$ cat config.mk
export PLATFORM = sky130hd
export DESIGN_NAME = segment13_compander
export DESIGN_NICKNAME = d
export VERILOG_FILES = /design/src/rtl/core/s13c_pkg.sv /design/src/rtl/core/s13c_front.sv /design/src/rtl/core/s13c_mdiv.sv /design/src/rtl/core/segment13_compander.sv
export VERILOG_INCLUDE_DIRS = /design/src /design/src/rtl/core
export SDC_FILE = /design/constraint.sdc
export NUM_CORES = 1
export LEC_CHECK = 0
export BUFFER_PORTS_ARGS = -buffer_cell sky130_fd_sc_hd__buf_2
export CAP_MARGIN = 10
export CORE_MARGIN = 2
export CORE_UTILIZATION = 50
export DETAILED_ROUTE_END_ITERATION = 10
export PLACE_DENSITY = 0.65
export SETUP_SLACK_MARGIN = 0.02
export SLEW_MARGIN = 20
export SYNTH_ARGS = -nofsm -noshare
export SYNTH_HDL_FRONTEND = slang
export SYNTH_HIERARCHICAL = 1
export SYNTH_SLANG_ARGS = --single-unit
$ cat constraint.sdc
create_clock -name clk -period 9.7 [get_ports clk]
set_input_delay 0.97 -clock clk [delete_from_list [all_inputs] [get_ports clk]]
set_output_delay 0.97 -clock clk [all_outputs]
set_load 0.1 [all_outputs]
$ cat src/rtl/core/segment13_compander_macros.svh
// ----------------------------------------------------------------------------
// segment13_compander_macros.svh
// Assertion shorthands for the 13-segment compander.
// ----------------------------------------------------------------------------
`ifndef SEGMENT13_COMPANDER_MACROS_SVH
`define SEGMENT13_COMPANDER_MACROS_SVH

// Same-cycle implication, disabled in reset.
`define S13C_ASSERT_IMP(lbl, ck, rs, ante, cons, msg) \
  lbl: assert property (@(posedge ck) disable iff (rs) (ante) |-> (cons)) \
    else $error(msg);

// Implication with a fixed delay in cycles, disabled in reset.
`define S13C_ASSERT_DLY(lbl, ck, rs, ante, n, cons, msg) \
  lbl: assert property (@(posedge ck) disable iff (rs) (ante) |-> ##n (cons)) \
    else $error(msg);

`endif

$ cat src/rtl/core/s13c_pkg.sv
// ----------------------------------------------------------------------------
// s13c_pkg
// Shared types and constants for the 13-segment compander.
// ----------------------------------------------------------------------------
package s13c_pkg;

  typedef enum logic {
    ACT_COMPRESS = 1'b0,
    ACT_EXPAND   = 1'b1
  } action_t;

  typedef struct packed {
    action_t            action;
    logic signed [15:0] sample_in;
    logic        [7:0]  code_in;
  } in_t;

  typedef struct packed {
    logic        [7:0]  code_out;
    logic signed [15:0] sample_out;
  } out_t;

  // Sideband that follows an item down the pipe
  typedef struct packed {
    action_t act;
    logic    neg;
  } side_t;

  // Segment edges on 8*code for expansion (first three inclusive)
  localparam logic [9:0] EXP_EDGE0 = 10'd254;
  localparam logic [9:0] EXP_EDGE1 = 10'd381;
  localparam logic [9:0] EXP_EDGE2 = 10'd508;
  localparam logic [9:0] EXP_EDGE3 = 10'd635;
  localparam logic [9:0] EXP_EDGE4 = 10'd762;
  localparam logic [9:0] EXP_EDGE5 = 10'd889;

  localparam logic [6:0] CODE_MAG_MAX = 7'd127;
  localparam logic [9:0] CODE_SCALE   = 10'd127;

endpackage

$ cat src/rtl/core/s13c_front.sv
// ----------------------------------------------------------------------------
// s13c_front
// Segment pick and dividend forming for both actions.
// ----------------------------------------------------------------------------
module s13c_front import s13c_pkg::*; #(
  parameter int SAMPLE_BITS = 16
) (
  input  in_t                      item,
  output logic [SAMPLE_BITS+6:0]   num,
  output side_t                    side
);

  localparam int N1 = SAMPLE_BITS - 1;
  localparam int W  = N1 + 8;
  localparam logic [N1-1:0] FULL = {N1{1'b1}};

  // compress path
  logic [16:0]   s_ext;
  logic [16:0]   mag;
  logic [N1-1:0] x;
  logic [N1+5:0] xw;
  logic [N1+5:0] fw;
  logic [2:0]    kc;
  logic [2:0]    shc;
  logic [W-1:0]  y;
  logic [W+2:0]  y127;
  logic [W-1:0]  num_c;

  // expand path
  logic [9:0]     c8;
  logic [2:0]     ke;
  logic [2:0]     she;
  logic [9:0]     base;
  logic [9:0]     diff;
  logic [N1+9:0]  pd;
  logic [W-1:0]   num_e;

  always_comb begin
    s_ext = {item.sample_in[15], item.sample_in};
    mag   = item.sample_in[15] ? (17'd0 - s_ext) : s_ext;
    x     = (mag > 17'(FULL)) ? FULL : mag[N1-1:0];
    xw    = (N1+6)'(x);
    fw    = (N1+6)'(FULL);
    priority if ((xw << 6) <= fw) begin
      kc = 3'd0;
    end else if ((xw << 5) <= fw) begin
      kc = 3'd1;
    end else if ((xw << 4) <= fw) begin
      kc = 3'd2;
    end else if ((xw << 3) < fw) begin
      kc = 3'd3;
    end else if ((xw << 2) < fw) begin
      kc = 3'd4;
    end else if ((xw << 1) < fw) begin
      kc = 3'd5;
    end else begin
      kc = 3'd6;
    end
    shc   = 3'd7 - kc;
    // A*x + B*F with A = 2^(7-k), B = k
    y     = (W'(x) << shc) + (W'(kc) * W'(FULL));
    y127  = ((W+3)'(y) << 7) - (W+3)'(y);
    num_c = y127[W+2:3];
  end

  always_comb begin
    c8 = {item.code_in[6:0], 3'b000};
    priority if (c8 <= EXP_EDGE0) begin
      ke = 3'd0;
    end else if (c8 <= EXP_EDGE1) begin
      ke = 3'd1;
    end else if (c8 <= EXP_EDGE2) begin
      ke = 3'd2;
    end else if (c8 < EXP_EDGE3) begin
      ke = 3'd3;
    end else if (c8 < EXP_EDGE4) begin
      ke = 3'd4;
    end else if (c8 < EXP_EDGE5) begin
      ke = 3'd5;
    end else begin
      ke = 3'd6;
    end
    she   = 3'd7 - ke;
    base  = 10'(ke) * CODE_SCALE;
    diff  = (c8 > base) ? (c8 - base) : 10'd0;
    // diff * F, then the power-of-two part of 127*A
    pd    = ((N1+10)'(diff) << N1) - (N1+10)'(diff);
    num_e = W'(pd >> she);
  end

  always_comb begin
    if (item.action == ACT_EXPAND) begin
      num      = num_e;
      side.neg = item.code_in[7];
    end else begin
      num      = num_c;
      side.neg = item.sample_in[15];
    end
    side.act = item.action;
  end

endmodule

$ cat src/rtl/core/s13c_mdiv.sv
// ----------------------------------------------------------------------------
// s13c_mdiv
// Two-stage floor divide by the constant 2^M - 1: reciprocal multiply, then
// one remainder check.
// ----------------------------------------------------------------------------
module s13c_mdiv #(
  parameter int W = 23,
  parameter int M = 7
) (
  input  logic             clk,
  input  logic [W-1:0]     num,
  output logic [W-M:0]     quo
);

  localparam int RW = W - M + 1;
  localparam logic [RW-1:0] RECIP = RW'((2**W) / (2**M - 1));
  localparam logic [W:0]    DIV   = (W+1)'(2**M - 1);

  logic [W+RW-1:0] prod;
  logic [W-1:0]    num_d;
  logic [RW-1:0]   q_est;
  logic [W:0]      q_mul;
  logic [W:0]      rem;
  logic [RW-1:0]   quo_next;

  always_ff @(posedge clk) begin
    prod  <= (W+RW)'(num) * (W+RW)'(RECIP);
    num_d <= num;
  end

  // estimate is low by at most one
  always_comb begin
    q_est    = prod[W+RW-1:W];
    q_mul    = ((W+1)'(q_est) << M) - (W+1)'(q_est);
    rem      = {1'b0, num_d} - q_mul;
    quo_next = (rem >= DIV) ? (q_est + 1'b1) : q_est;
  end

  always_ff @(posedge clk) begin
    quo <= quo_next;
  end

endmodule

$ cat src/rtl/core/segment13_compander.sv
// ----------------------------------------------------------------------------
// segment13_compander
// 13-segment compander: compresses a PCM sample to an 8-bit sign-magnitude
// code, or expands a code back to a sample, one item per clock.
// ----------------------------------------------------------------------------
//
//  channel | ports              | transfer
//  --------+--------------------+-------------------------------------
//  item    | start, busy, item  | start high while busy low
//  result  | done, result       | done high, one cycle, no hold-off
//
// An item may be taken every cycle; busy never rises.
// done rises at the same edge that loads the result register, and the
// receiver takes the result while done is high. The five registers are the input
// register, the dividend register, the two stages of each constant divider,
// then the result register.
// Reset clears the valid pipe only; items in flight are dropped.
// The receiver cannot stall, so nothing in the pipe ever waits.
// ----------------------------------------------------------------------------
`include "segment13_compander_macros.svh"

module segment13_compander import s13c_pkg::*; #(
  parameter int SAMPLE_BITS = 16
) (
  input  logic clk,
  input  logic rst,
  input  logic start,
  output logic busy,
  input  in_t  item,
  output logic done,
  output out_t result
);

  localparam int N1   = SAMPLE_BITS - 1;
  localparam int W    = N1 + 8;          // dividend width for both actions
  localparam int RW_C = W - N1 + 1;      // compress quotient width
  localparam int RW_E = W - 7 + 1;       // expand quotient width
  localparam logic [N1-1:0] FULL = {N1{1'b1}};
  localparam int SMAX = 2**N1 - 1;

  // pipe valid bits: input reg, dividend reg, divider stage 1 and 2
  logic [3:0]     vld;
  side_t          side0, side1, side2, side3;
  in_t            item_q;

  logic [W-1:0]   num_f;
  side_t          side_f;
  logic [W-1:0]   num_q;

  logic [RW_C-1:0] q_c;
  logic [RW_E-1:0] q_e;

  logic [6:0]     cm;
  logic [N1-1:0]  mag_e;
  logic [15:0]    mag16;
  out_t           result_next;

  // The pipe always advances, so the input side is never held off.
  assign busy = 1'b0;

  always_ff @(posedge clk) begin
    if (rst) begin
      vld  <= '0;
      done <= 1'b0;
    end else begin
      vld  <= {vld[2:0], start && !busy};
      done <= vld[3];
    end
  end

  // payload registers carry no reset
  always_ff @(posedge clk) begin
    if (start && !busy) begin
      item_q <= item;
    end
  end

  s13c_front #(
    .SAMPLE_BITS(SAMPLE_BITS)
  ) u_front (
    .item (item_q),
    .num  (num_f),
    .side (side_f)
  );

  always_ff @(posedge clk) begin
    num_q <= num_f;
    side1 <= side_f;
    side2 <= side1;
    side3 <= side2;
  end

  assign side0 = side_f;

  // floor(v / F) for compression, floor(t / 127) for expansion
  s13c_mdiv #(
    .W(W),
    .M(N1)
  ) u_div_cmp (
    .clk (clk),
    .num (num_q),
    .quo (q_c)
  );

  s13c_mdiv #(
    .W(W),
    .M(7)
  ) u_div_exp (
    .clk (clk),
    .num (num_q),
    .quo (q_e)
  );

  // Clamp, apply sign, zero the field the action does not use.
  always_comb begin
    cm    = (q_c > RW_C'(CODE_MAG_MAX)) ? CODE_MAG_MAX : q_c[6:0];
    mag_e = (q_e > RW_E'(FULL)) ? FULL : q_e[N1-1:0];
    mag16 = 16'(mag_e);
    if (side3.act == ACT_EXPAND) begin
      result_next.code_out   = 8'd0;
      result_next.sample_out = side3.neg ? (16'd0 - mag16) : mag16;
    end else begin
      result_next.code_out   = {side3.neg, cm};
      result_next.sample_out = 16'sd0;
    end
  end

  always_ff @(posedge clk) begin
    result <= result_next;
  end

  // side0 is the front-end view of the sideband; expansion codes must carry
  // their own sign into the pipe.
  `S13C_ASSERT_IMP(a_side_sign, clk, rst,
                   vld[0] && item_q.action == ACT_EXPAND,
                   side0.neg == item_q.code_in[7],
                   "expand sign lost at front end")

  `S13C_ASSERT_DLY(a_latency, clk, rst, start && !busy, 5, done,
                   "accepted item produced no result")

  `S13C_ASSERT_IMP(a_one_field, clk, rst, done && result.code_out != 8'd0,
                   result.sample_out == 16'sd0, "both result fields nonzero")

  `S13C_ASSERT_IMP(a_range, clk, rst, done,
                   (int'(result.sample_out) <= SMAX) && (int'(result.sample_out) >= -SMAX),
                   "expanded sample beyond full scale")

endmodule

==> flow_metrics.tcl, run 1 <==
set metrics [dict create \
    ys_warn_count 6 \
    syn-instance-count 1800 \
    drt_drc_violations_left 0 \
    crit_path_start_kind "flop" \
    core_area_mm2 0.0303 \
    synth_seq_cells 172 \
    die_span_in_x_um 179 \
    overall_die_area_mm2 0.0320 \
    vias_in_the_first_global_route 12300 \
    io-pin-count 54 \
    ys_async_sr_fraction 0 \
    ratio_of_cells_with_drive_above_1_in_the_final_layout 0.0866 \
    layout_net_count 2093 \
    nFillCells 2785 \
    final_hold_viol_count 0 \
    drt_pre_antenna_iters 9 \
    fmax_ghz 0.111 \
    post-route-period-util 0.929 \
    count_of_nets_left_with_antenna_violations_after_detail_routing 0 \
    cpMaxStageDelayCell "fa_1" \
    seq_area_mm2 0.00369 \
    cts.sinks 172 \
    number_of_rows_created_at_floorplan 64 \
    clock_h_tree_levels 4 \
    ctsLongestPathBuffers 2 \
    wire_per_inst_um 16.3 \
    cts_buffers 17 \
    status "finished clean" \
    relative_max_transition_margin 0.399 \
    number_of_vias_in_the_routed_layout 13000 \
    critPathRequiredTime_ps 10030 \
    antenna_cells 0 \
    tritoncts "built" \
    worst_pin_slew_ps 896 \
    slew_violations 0 \
    grt_util_all_layers 0.232 \
    cp_top_family "compound AO/OA/AOI/OAI gates" \
    drt_iter0_drc 902 \
    wl_um 36400 \
    hpwlAfterDp_um 29000 \
    clock_tree.root_cell "clkbuf_16" \
    globalRoute.totalOverflow 0 \
    synth-edff-count 25 \
    dieHeight_um 179 \
    gp_congestion 0.905 \
    path_clk_slew_ps 70 \
    synthDominantCellAreaShare 0.192 \
    syn2layout_area_growth_pct 7.55 \
    maxCapViolCount 0 \
    synth-seq-area-share 0.241 \
    tns_ps 0 \
    grt_max_degree 47 \
    post_synth_instance_area_mm2 0.0153 \
    main_flop_type_after_synthesis "dfxtp_1" \
    cts.repair_timing.setup_buffer_count 0 \
    total_area_of_multi_input_combinational_cells_mm2 0.0106 \
    timing.final.crit_period_ps 9010 \
    worst-path-max-fanout 12 \
    worst_hold_path_type "reg2reg" \
    routed_via_density 5.83 \
    critical_path.endpoint_type "flop" \
    rsz0062_at_grt "no" \
    synth_top_area_cell "dfxtp_1" \
    avgSynthCellArea_um2 8.51 \
    skew_ps 10.9 \
    setup-violations-final 0 \
    initial_utilization 0.505 \
    worst-path-buf-inv 6 \
    timing.critical_path.slowest_cell_delay_ps 600 \
    critPathMostFrequentCell "inv_1" \
    arrival_ps 9340 \
    cts-hold-fix-buffers 0 \
    worstSetupPathType "reg2reg" \
    antenna_found_initial 0 \
    insertion_delay_ps 440 \
    synth.distinct_cells 113 \
    grt_pass1_wl_um 59900 \
    portBuffers 52 \
    post_synth_main_area_contributors "dfxtp_1, ha_1, inv_1, edfxtp_1, fa_1" \
]
==> placed cells by master (no fill, tap or decap), drive strengths merged, types with 10 or more instances in the layout <==
| cell | n |
|---|---|
| a211oi | 27 |
| a21o | 31 |
| nor4 | 16 |
| nor3 | 47 |
| a31oi | 25 |
| nand2 | 111 |
| xnor2 | 73 |
| inv | 215 |
| o311ai | 11 |
| dfxtp | 147 |
| o21a | 19 |
| nand3 | 30 |
| fa | 33 |
| buf | 59 |
| o31ai | 12 |
| o22ai | 18 |
| nand2b | 21 |
| nand4 | 16 |
| and2 | 14 |
| a21oi | 106 |
| a2111oi | 10 |
| clkbuf | 21 |
| or2 | 14 |
| edfxtp | 25 |
| nor2b | 24 |
| mux2i | 19 |
| o2111ai | 12 |
| xor2 | 35 |
| and3 | 20 |
| o211ai | 28 |
| nor2 | 135 |
| ha | 209 |
| or3 | 20 |
| o21ai | 79 |
==> cells in the mapped netlist, drive strengths merged, types with 24 or more instances <==
cell / number
xnor2: 73
nor3: 47
dfxtp: 147
fa: 33
a211oi: 27
o211ai: 28
ha: 209
o21ai: 79
buf: 28
nor2b: 24
a31oi: 25
inv: 209
nor2: 135
a21o: 31
nand3: 30
edfxtp: 25
nand2: 111
clkbuf: 32
xor2: 35
a21oi: 106
==> worst reg2reg max path: cells and delay by family, from the launching register on <==
family / cells / cell delay [ps]
xor+xnor: 1 / 230
compound gates: 14 / 3200
simple gates: 8 / 2170
flops: 1 / 430
buf+inv: 6 / 830
fa+ha+maj: 5 / 2060
==> cell type report <==
type | count | share of cell area
Clock buffer | 21 | 0.0286
Inverter | 212 | 0.0483
Tap cell | 396 | 0.0301
Multi-Input combinational cell | 1361 | 0.641
Timing Repair Buffer | 59 | 0.0190
Sequential cell | 172 | 0.224
Clock inverter | 11 | 0.00904
==> sequential cells by signal, summed over array words and instances (netlist names) <==
register	count
item_q	25
result	24
num_q	23
u_div_cmp/prod	23
u_div_exp/num_d	23
u_div_exp/prod	17
u_div_exp/quo	17
u_div_cmp/quo	9
vld	4
side1	2
side2	2
side3	2
done	1
==> path summary, 6_finish.rpt <==
kind              startpoint         to  depth (start not counted)  slack, ps
setup reg to reg  item_q[17]  num_q[21]                         34        690
hold reg to reg     side1[1]   side2[1]                          0        330
setup / recovery  item_q[17]  num_q[21]                         34        690
hold / removal      side1[1]   side2[1]                          0        330
==> per-stage QoR <==
stage / instances / utilization / hold slack, ps / setup slack [ps] / instance area, um2
finish: 2232 / 0.543 / 328 / 692 / 16500
CTS: 2232 / 0.542 / 328 / 647 / 16500
global placement: 2200 / 0.522 / 311 / 946 / 15800
floorplan: 1805 / - / 310 / 790 / 15300
global route: 2232 / 0.543 / 336 / 67.5 / 16500
detailed placement: 2200 / 0.522 / 312 / 707 / 15800
==> cell families (layout without fill, tap and decap cells) <==
| group | count (synthesis) | in the layout | synth area share |
|---|---|---|---|
| simple gates | 510 | 510 | 0.174 |
| compound gates | 464 | 464 | 0.216 |
| buf+inv | 272 | 303 | 0.0717 |
| fa+ha+maj | 243 | 243 | 0.215 |
| flops | 172 | 172 | 0.241 |
| xor+xnor | 108 | 108 | 0.0623 |
| mux | 28 | 28 | 0.0200 |
| other cells | 3 | 8 | 0.000735 |
==> repair_timing <==
item	in CTS	in global routing
endpoints found under the hold margin	0	0
resized for setup	0	1
endpoints found under the setup margin	0	2
==> layer usage <==
metal	GRT usage	vias to the layer above	wire length, um
li1	-	6505	-
met2	0.395	345	17400
met4	0.0996	0	1360
met3	0.0303	64	1430
met1	0.295	6106	16300
met5	0	-	0
Power of run 1 is not shown: default switching activity piles up to over one toggle a cycle in this logic, so the estimate is an artifact.
==> run 2, diff against run 1 <==
RECOVER_POWER = 100   (was unset)
==> flow_metrics.tcl, run 2 (synthesis results as in run 1) <==
set metrics [dict create \
    worst_pin_slew_ps 2290 \
    r2r-start "item_q[17]" \
    failing_checks "capacitance limit, slew limit" \
    final_hold_viol_count 0 \
    hold_ep "side2[1]" \
    cts-hold-fix-buffers 0 \
    grt_pass1_wl_um 59900 \
    relative_max_transition_margin -0.539 \
    timing.critical_path.slowest_cell_delay_ps 600 \
    critPathRequiredTime_ps 10030 \
    cts.sinks 172 \
    worst_hold_path_type "reg2reg" \
    critical_path.endpoint_type "flop" \
    vias_in_the_first_global_route 12300 \
    tritoncts "built" \
    cpMaxStageDelayCell "fa_1" \
    dpl_cell_area_mm2 0.0158 \
    core_area_mm2 0.0303 \
    clock_tree.root_cell "clkbuf_16" \
    number_of_vias_in_the_routed_layout 13000 \
    ctsLongestPathBuffers 2 \
    antenna_found_initial 0 \
    final_area_mm2 0.0163 \
    insertion_delay_ps 430 \
    critPathMostFrequentCell "inv_1" \
    hpwlAfterDp_um 29000 \
    regToRegSetupSlack_ps 630 \
    drt_drc_violations_left 0 \
    worstSetupPathType "reg2reg" \
    initial_utilization 0.505 \
    skew_ps 12.2 \
    dieHeight_um 179 \
    status "complete, but fails checks" \
    wire_per_inst_um 16.3 \
    layout_net_count 2093 \
    cts.repair_timing.setup_buffer_count 0 \
    slew_violations 64 \
    arrival_ps 9400 \
    worst-path-buf-inv 6 \
    overall_die_area_mm2 0.0320 \
    largest-register "item_q" \
    count_of_nets_left_with_antenna_violations_after_detail_routing 0 \
    rsz0062_at_grt "no" \
    wl_um 36400 \
    io-pin-count 54 \
    worst-path-max-fanout 12 \
    place_inst 2200 \
    largest_regs "item_q (25), result (24)" \
    ratio_of_cells_with_drive_above_1_in_the_final_layout 0.0643 \
    gp_congestion 0.905 \
    r2r_cells 34 \
    crit_path_cell_count 34 \
    largest_reg_flops 25 \
    tns_ps 0 \
    timing.final.crit_period_ps 9070 \
    worst_hold_startpoint "side1[1]" \
    antenna_cells 0 \
    fin_hold_ws_ps 328 \
    grt_util_all_layers 0.232 \
    grt_max_degree 47 \
    post-route-period-util 0.936 \
    portBuffers 52 \
    maxCapViolCount 2 \
    path_clk_slew_ps 70 \
    cp_top_family "compound AO/OA/AOI/OAI gates" \
    finish.cell_count_without_fillers 2232 \
    setup-violations-final 0 \
    fmax_ghz 0.110 \
    globalRoute.totalOverflow 0 \
    cts_buffers 17 \
    number_of_rows_created_at_floorplan 64 \
    layout.cells.most_common_list "inv_1, ha_1, dfxtp_1" \
    clock_h_tree_levels 4 \
    syn2layout_area_growth_pct 6.66 \
    holdPathStages 0 \
    crit_path_start_kind "flop" \
    routed_via_density 5.82 \
    regToRegEndpoint "num_q[21]" \
    drt_pre_antenna_iters 5 \
    cts_repair_resize_count 0 \
    drt_iter0_drc 834 \
    die_span_in_x_um 179 \
]
==> run 2: worst register-to-register path, delay by kind of cell, from the launching register on <==
| kind | cells | cell delay (ps) |
|---|---|---|
| buffers and inverters | 6 | 840 |
| XOR/XNOR | 1 | 230 |
| AO/OA/AOI/OAI | 14 | 3240 |
| flip-flops | 1 | 430 |
| adder cells (fa/ha/maj) | 5 | 2070 |
| AND/OR/NAND/NOR | 8 | 2170 |
==> run 2: area by class of cell <==
cell class                 instances  area [um2]
fill                            2818       14000
tap                              396         495
clock buffer                      21         470
clock inverter                    11         149
multi-input combinational       1361       10500
timing repair buffer              59         272
inverter                         212         796
sequential                       172        3690
==> run 2: per-layer routing <==
layer  GRT usage  vias up  wire, um
met5           0        -         0
met4      0.0996        0      1400
met3      0.0303       70      1300
met2       0.395      311     17300
met1       0.295     6109     16400
li1            -     6501         -
==> run 2: worst max path at each step <==
stage                     startpoint        end  slack [ps]
after floorplan           item_q[17]  num_q[22]         790
after global placement    item_q[17]  num_q[22]         950
after detailed placement  item_q[17]  num_q[22]         710
after CTS                 item_q[17]  num_q[21]         650
after global routing      item_q[17]  num_q[22]          70
final                     item_q[17]  num_q[21]         630
==> run 2: per-stage QoR <==
stage | util | setup slack (ps)
5_1_grt | 0.538 | 72.3
3_3_place_gp | 0.522 | 946
6_report | 0.538 | 625
2_1_floorplan | - | 790
4_1_cts | 0.542 | 647
3_5_place_dp | 0.522 | 707
Power of run 2 is left out for the same reason.
